--- src/rtl/assert_macros.svh ---
// assertion macros used by the top-level rtl file
`ifndef ASSERT_MACROS_SVH
`define ASSERT_MACROS_SVH

// property checked at every clock edge outside reset
`define IMC_ASSERT(lbl, clk, rst_n, prop) \
    lbl: assert property (@(posedge clk) disable iff (!rst_n) (prop)) \
        else $error("imc assertion failed");

// implication checked at every clock edge outside reset
`define IMC_ASSERT_IMPL(lbl, clk, rst_n, ante, cons) \
    lbl: assert property (@(posedge clk) disable iff (!rst_n) (ante) |-> (cons)) \
        else $error("imc implication failed");

`endif

--- src/rtl/imc_pkg.sv ---
// package: lattice sizes, item types and register indexes
`timescale 1ns / 1ps
`default_nettype none
package imc_pkg;

    localparam int MAX_SIDE  = 128;
    localparam int ROW_W     = $clog2(MAX_SIDE);
    localparam int SIDE_W    = $clog2(MAX_SIDE + 1);
    localparam int HALF_COLS = MAX_SIDE / 2;
    localparam int HALF_W    = $clog2(HALF_COLS);
    localparam int PROB_BITS = 16;
    localparam int SUM_W     = 16;
    localparam int MAG_W     = 15;
    localparam int CFG_IDX_W = 2;
    localparam int CFG_DATA_W = 16;

    // configuration register indexes
    localparam logic [CFG_IDX_W-1:0] CFG_SIDE_LENGTH = 2'd0;
    localparam logic [CFG_IDX_W-1:0] CFG_ACCEPT_HIGH = 2'd1;
    localparam logic [CFG_IDX_W-1:0] CFG_ACCEPT_LOW  = 2'd2;

    // input item modes
    localparam logic MODE_REINIT = 1'b0;
    localparam logic MODE_UPDATE = 1'b1;

    typedef struct packed {
        logic                 mode;
        logic [PROB_BITS-1:0] rand_req;
    } t_in_item;

    typedef struct packed {
        logic [ROW_W-1:0] site_row;
        logic [ROW_W-1:0] site_col;
        logic             flipped;
        logic             sweep_done;
        logic [MAG_W-1:0] abs_spin_sum;
    } t_out_item;

    // current visit position and what follows from it
    typedef struct packed {
        logic [ROW_W-1:0] row;
        logic [ROW_W-1:0] col;
        logic             odd;
        logic             done;
        logic [ROW_W-1:0] up_row;
    } t_site;

endpackage
`default_nettype wire

--- src/rtl/imc_visit.sv ---
// checkerboard visit order: position counter and its wraps
`timescale 1ns / 1ps
`default_nettype none
module imc_visit (
    input  wire logic                       i_clk,
    input  wire logic                       i_rst_n,
    input  wire logic                       i_clear,
    input  wire logic                       i_advance,
    input  wire logic [imc_pkg::SIDE_W-1:0] i_side,
    output imc_pkg::t_site                  o_site
);
    import imc_pkg::*;

    logic [ROW_W-1:0]  r_row, n_row;
    logic [ROW_W-1:0]  r_col, n_col;
    logic              r_odd, n_odd;
    logic [SIDE_W-1:0] col_step;
    logic [SIDE_W-1:0] row_step;
    logic [SIDE_W-1:0] side_m1;
    logic              wrap_c;
    logic              wrap_r;
    logic [ROW_W-1:0]  nr;

    // next site: two columns on, else next row, else other sublattice
    always_comb begin
        col_step = {1'b0, r_col} + SIDE_W'(2);
        row_step = {1'b0, r_row} + SIDE_W'(1);
        side_m1  = i_side - SIDE_W'(1);
        wrap_c   = col_step >= i_side;
        wrap_r   = row_step >= i_side;
        nr       = wrap_r ? '0 : row_step[ROW_W-1:0];
        n_odd    = (wrap_c && wrap_r) ? !r_odd : r_odd;
        n_row    = wrap_c ? nr : r_row;
        n_col    = wrap_c ? {{(ROW_W-1){1'b0}}, nr[0] ^ n_odd} : col_step[ROW_W-1:0];
    end

    always_comb begin
        o_site.row    = r_row;
        o_site.col    = r_col;
        o_site.odd    = r_odd;
        o_site.done   = wrap_c && wrap_r && r_odd;
        o_site.up_row = (r_row == '0) ? side_m1[ROW_W-1:0] : r_row - ROW_W'(1);
    end

    // position registers
    always_ff @(posedge i_clk) begin
        if (!i_rst_n || i_clear) begin
            r_row <= '0;
            r_col <= '0;
            r_odd <= 1'b0;
        end else if (i_advance) begin
            r_row <= n_row;
            r_col <= n_col;
            r_odd <= n_odd;
        end
    end

endmodule
`default_nettype wire
--- config.mk ---
export PLATFORM = sky130hd
export DESIGN_NAME = imc_visit
export DESIGN_NICKNAME = d
export VERILOG_FILES = /design/src/rtl/assert_macros.svh /design/src/rtl/imc_pkg.sv /design/src/rtl/imc_visit.sv
export SDC_FILE = /design/constraint.sdc
export NUM_CORES = 1
export LEC_CHECK = 0
export ABC_AREA = 1
export BUFFER_PORTS_ARGS = -buffer_cell sky130_fd_sc_hd__buf_2
export CELL_PAD_IN_SITES_DETAIL_PLACEMENT = 1
export CELL_PAD_IN_SITES_GLOBAL_PLACEMENT = 1
export CORE_MARGIN = 3
export CORE_UTILIZATION = 31
export CTS_BUF_LIST = sky130_fd_sc_hd__clkbuf_2 sky130_fd_sc_hd__clkbuf_4 sky130_fd_sc_hd__clkbuf_8
export CTS_CLUSTER_SIZE = 24
export DETAILED_ROUTE_END_ITERATION = 10
export PLACE_DENSITY_LB_ADDON = 0.1
export SKIP_LAST_GASP = 1
export SLEW_MARGIN = 20
export SYNTH_ARGS = -nofsm -noshare
export SYNTH_HDL_FRONTEND = slang
export SYNTH_SLANG_ARGS = --single-unit
--- constraint.sdc ---
create_clock -name i_clk -period 3.15 [get_ports i_clk]
set_input_delay 0.4725 -clock i_clk [delete_from_list [all_inputs] [get_ports i_clk]]
set_output_delay 0.4725 -clock i_clk [all_outputs]
set_load 0.005 [all_outputs]
==> impl_summary.md <==
Die
The initial core utilization is 0.3245. The die boundary width is approximately 74 um. From bottom edge to top edge, the die measures roughly 74 um. The number of top-level pins is 35. The die covers approximately 0.0054 mm2. The floorplan has 24 rows. The placeable core area is around 0.0044 mm2.

Clock tree
TritonCTS built the clock tree. The clock transition at the registers of the reported paths is roughly 0.06 ns. The number of buffers created by CTS is 3.

Counting along the longest clock path gives a buffer depth of 2. The source-to-sink clock delay at the later pin of the worst-skew pair is around 0.25 ns. The CTS sink count is 15. The clock root buffer is clkbuf_8.

CTS built an H-tree with a depth of 1.

Detailed routing
The count of nets left with antenna violations once routing finished came out at 0. After detailed routing, the average wire length per cell comes to roughly 13 um. The number of iterations in the first detailed-routing pass is 4. The number of design rule violations left after detail routing is 0. In the routed layout, each cell is associated on average with a via count of around 4.7. The detailed router placed 1406 vias in this run. The total length of routed wires is 4015 um. The initial DRC count is between 70 and 80.

Critical path
In this run the worst path has a maximum fanout of 6. The worst setup path is of the reg2out kind. The worst setup slack for register-to-register paths is 0.50 ns. The critical path capture point type is a primary output. The worst reg-to-reg path cell count is 17. The cell family with the largest share of critical-path delay is simple AND/OR/NAND/NOR gates.

The delay of the slowest critical-path stage is between 0.3 and 0.4 ns. For this design, the slowest cell found on the critical path is dfxtp_2. The signal on the critical path passes through inv_1 > nor3_2 > nand4_1 > nand2_1 > inv_1 > ha_1 > a21oi_1 > o21a_2 > nand2_1 > nand2_1 > inv_1 > ha_1 > buf_2.

The data arrival at the endpoint of the critical path is about 2.4 ns. The startpoint type of the worst setup path is a flip-flop. The required time of the critical path is about 2.7 ns.

Counting both buffers and inverters, the worst setup path holds a total of 4. The startpoint identified for the worst register-to-register timing path is r_row[2]$_SDFFE_PP0P_. The endpoint of the lowest-slack register-to-register path is r_col[0]$_SDFFE_PP0P_.

Min path
The class of the tightest hold or removal check is in2reg. Along the worst hold path, the cell count comes to 2. In this run the most critical hold path is launched from i_advance.

The sink of the worst hold path is r_odd$_SDFFE_PP0P_.

Power and ir drop
The static leakage is 0.0009709 uW. The switching power as a share of total power is 0.2755. The largest voltage drop on the vdd net is ~200 uV. The share of total power dissipated in sequential elements is 0.433. Of the total power, the clock network draws 0.384.

The share of total power dissipated in combinational logic is 0.182. Summed over all nets, the switching power comes to between 100 and 150 uW. In this run the power density over the cells is roughly 260 mW/mm2. The internal power contribution is about 320 uW.

Global routing
The initial antenna violation count is 0. The total grt overflow is 0. The first global-routing pass estimated 6375 um of wire.

The global-route track usage on met2 is 0.2303. The number of global-route vias before repair is 1279. The layer flagged by global routing as most heavily used is met2. Entering global routing, the biggest net connects 11 pins. The global routing met3 resource utilization is 0.03146. The global routing usage on met1 is 0.2280.

Across every metal layer, demand over resource in global routing totals 0.1537.

Timing
Timing would allow up to roughly 0.34 GHz. Across the routed clock network, the largest skew measured is around 0.0034 ns. In this run the tightest slew margin relative to its limit is 0.6469. The share of the clock period used by the worst path after layout is 0.9218.

The transition time of the tightest slew-check pin is approximately 0.53 ns. The number of setup violations in the final report is 0. The number of hold violations in the final report is 0. Setup repair after global routing left no endpoint under its margin. The setup TNS is 0 ns. The max-slew violation total from the final report is 0. The smallest clock period supported by the final layout is computed as between 2 and 3 ns.

Place
The post-placement cell area is 0.001665 mm2. Buffers placed on the I/O ports in this run total 34. After legalization and detailed placement, the total HPWL measured ~3200 um. At the end of routability-driven placement, the weighted congestion stood at 0.7579.

Cells and area
Compared with the post-synthesis result, the final layout area differs by 21.90%. The finished cells cover 0.001734 mm2. The share of post-route cells with drive strength above 1 is 0.2470. The antenna diode count is 0. The net total in the final layout is around 280.

Logic synthesis
The distinct cell type count of the synthesized netlist is 28. The share of the Yosys chip area taken by registers is 0.2111. The number of synthesis warnings is 0. The area of the mapped netlist is ~0.0014 mm2. The synthesized netlist net count is around 240. The post-synthesis register bit count is 15. The mean cell area of the mapped netlist is 6.906 um2. In the synthesized netlist, the number of instances is about 200.

Status
The flow ran to the end, and the final reports show no timing, DRC or antenna violations.

Job
Max-cap violations in this run came to 0.
area by class of cell:
type | count | area [um2]
fillers | 575 | 2650
multi-input cells | 151 | 969.7
flip-flops and latches | 15 | 304.0
repair buffers | 38 | 200.2
inverters | 39 | 146.4
well taps | 52 | 65.06
clock buffers | 4 | 48.80
synthesized netlist by cell type, drive strengths merged:
| master | instances | area share |
|---|---|---|
| a21o | 1 | 0.0053 |
| a21oi | 14 | 0.052 |
| a22oi | 1 | 0.0053 |
| a31oi | 5 | 0.022 |
| buf | 1 | 0.0053 |
| dfxtp | 15 | 0.21 |
| ha | 21 | 0.18 |
| inv | 39 | 0.10 |
| nand2 | 38 | 0.10 |
| nand3 | 11 | 0.051 |
| nand3b | 1 | 0.0053 |
| nand4 | 3 | 0.013 |
| nor2 | 27 | 0.082 |
| nor3 | 1 | 0.0070 |
| nor3b | 1 | 0.0053 |
| o21a | 2 | 0.011 |
| o21ai | 12 | 0.055 |
| xnor2 | 4 | 0.025 |
| xor2 | 9 | 0.055 |
stage by stage:
| stage | power, uW | setup WS [ns] | hold slack, ns | utilization | instances |
|---|---|---|---|---|---|
| 3_5_place_dp | 280.1 | 0.2447 | 0.5001 | 0.3799 | 293 |
| 2_1_floorplan | 247.5 | 0.6783 | 0.4889 | - | 206 |
| 3_3_place_gp | 279.5 | 0.2334 | 0.4988 | 0.3799 | 293 |
| 4_1_cts | 458.3 | 0.08164 | 0.4745 | 0.3913 | 297 |
| 6_report | 446.6 | 0.2465 | 0.4817 | 0.3955 | 299 |
| 5_1_grt | 476.8 | 0.01662 | 0.4747 | 0.3955 | 299 |
repair_timing:
| action | CTS | global route |
|---|---|---|
| gates cloned | 0 | 0 |
| endpoints found under the setup margin | 1 | 2 |
| setup buffers | 0 | 2 |
| pin swaps | 0 | 2 |
| hold buffers | 0 | 0 |
| resized for setup | 1 | 3 |
cells by family (layout without fill, tap and decap cells):
kind of cell | Yosys count | count (layout) | synth area share
compound gates | 35 | 35 | 0.1504
xor+xnor | 13 | 13 | 0.08004
fa+ha+maj | 21 | 21 | 0.1847
buf+inv | 40 | 81 | 0.1082
flops | 15 | 15 | 0.2111
simple gates | 82 | 82 | 0.2656
registers in the layout (all words and copies together), names as in the netlist:
signal  count
r_row       7
r_odd       1
r_col       7
routing by layer:
metal,vias to the layer above,routed length [um]
met5,-,0
met4,0,15
met3,2,171
met2,27,1781
met1,630,2046
li1,747,-
worst max-delay path by stage:
stage,startpoint,endpoint,slack [ns],cells past startpoint
2_1_floorplan,r_row[0]$_SDFFE_PP0P_,r_col[0]$_SDFFE_PP0P_,0.68,17
3_5_place_dp,r_row[0]$_SDFFE_PP0P_,r_col[0]$_SDFFE_PP0P_,0.24,17
3_3_place_gp,r_row[0]$_SDFFE_PP0P_,r_col[0]$_SDFFE_PP0P_,0.23,17
6_report,r_row[2]$_SDFFE_PP0P_,o_site[7],0.25,13
4_1_cts,r_row[0]$_SDFFE_PP0P_,o_site[7],0.08,13
5_1_grt,r_row[2]$_SDFFE_PP0P_,o_site[7],0.02,13
worst register-to-register path: cells and delay by family, from the launching register on:
| kind | cells | cell delay (ns) |
|---|---|---|
| flops | 1 | 0.39 |
| simple gates | 9 | 1.00 |
| fa+ha+maj | 2 | 0.57 |
| compound gates | 2 | 0.36 |
| buf+inv | 4 | 0.26 |
power groups by stage:
stage               logic [uW]  clock network [uW]  registers, uW
global placement          82.1                   0            197
finish                    81.5                 172            193
floorplan                 50.3                   0            197
CTS                       82.9                 182            193
global route              93.2                 190            194
detailed placement        82.5                   0            198
cells in the final DEF (no fill, tap or decap), types with 5 or more instances in the layout:
master and n:
a21oi_1 13, a31oi_1 5, buf_2 34, dfxtp_1 12, ha_1 21, inv_1 38, nand2_1 37, nand3_1 9
nor2_1 21, nor2_2 6, o21ai_0 7, xor2_1 9
No activity file was read; power rests on OpenSTA's default activity.
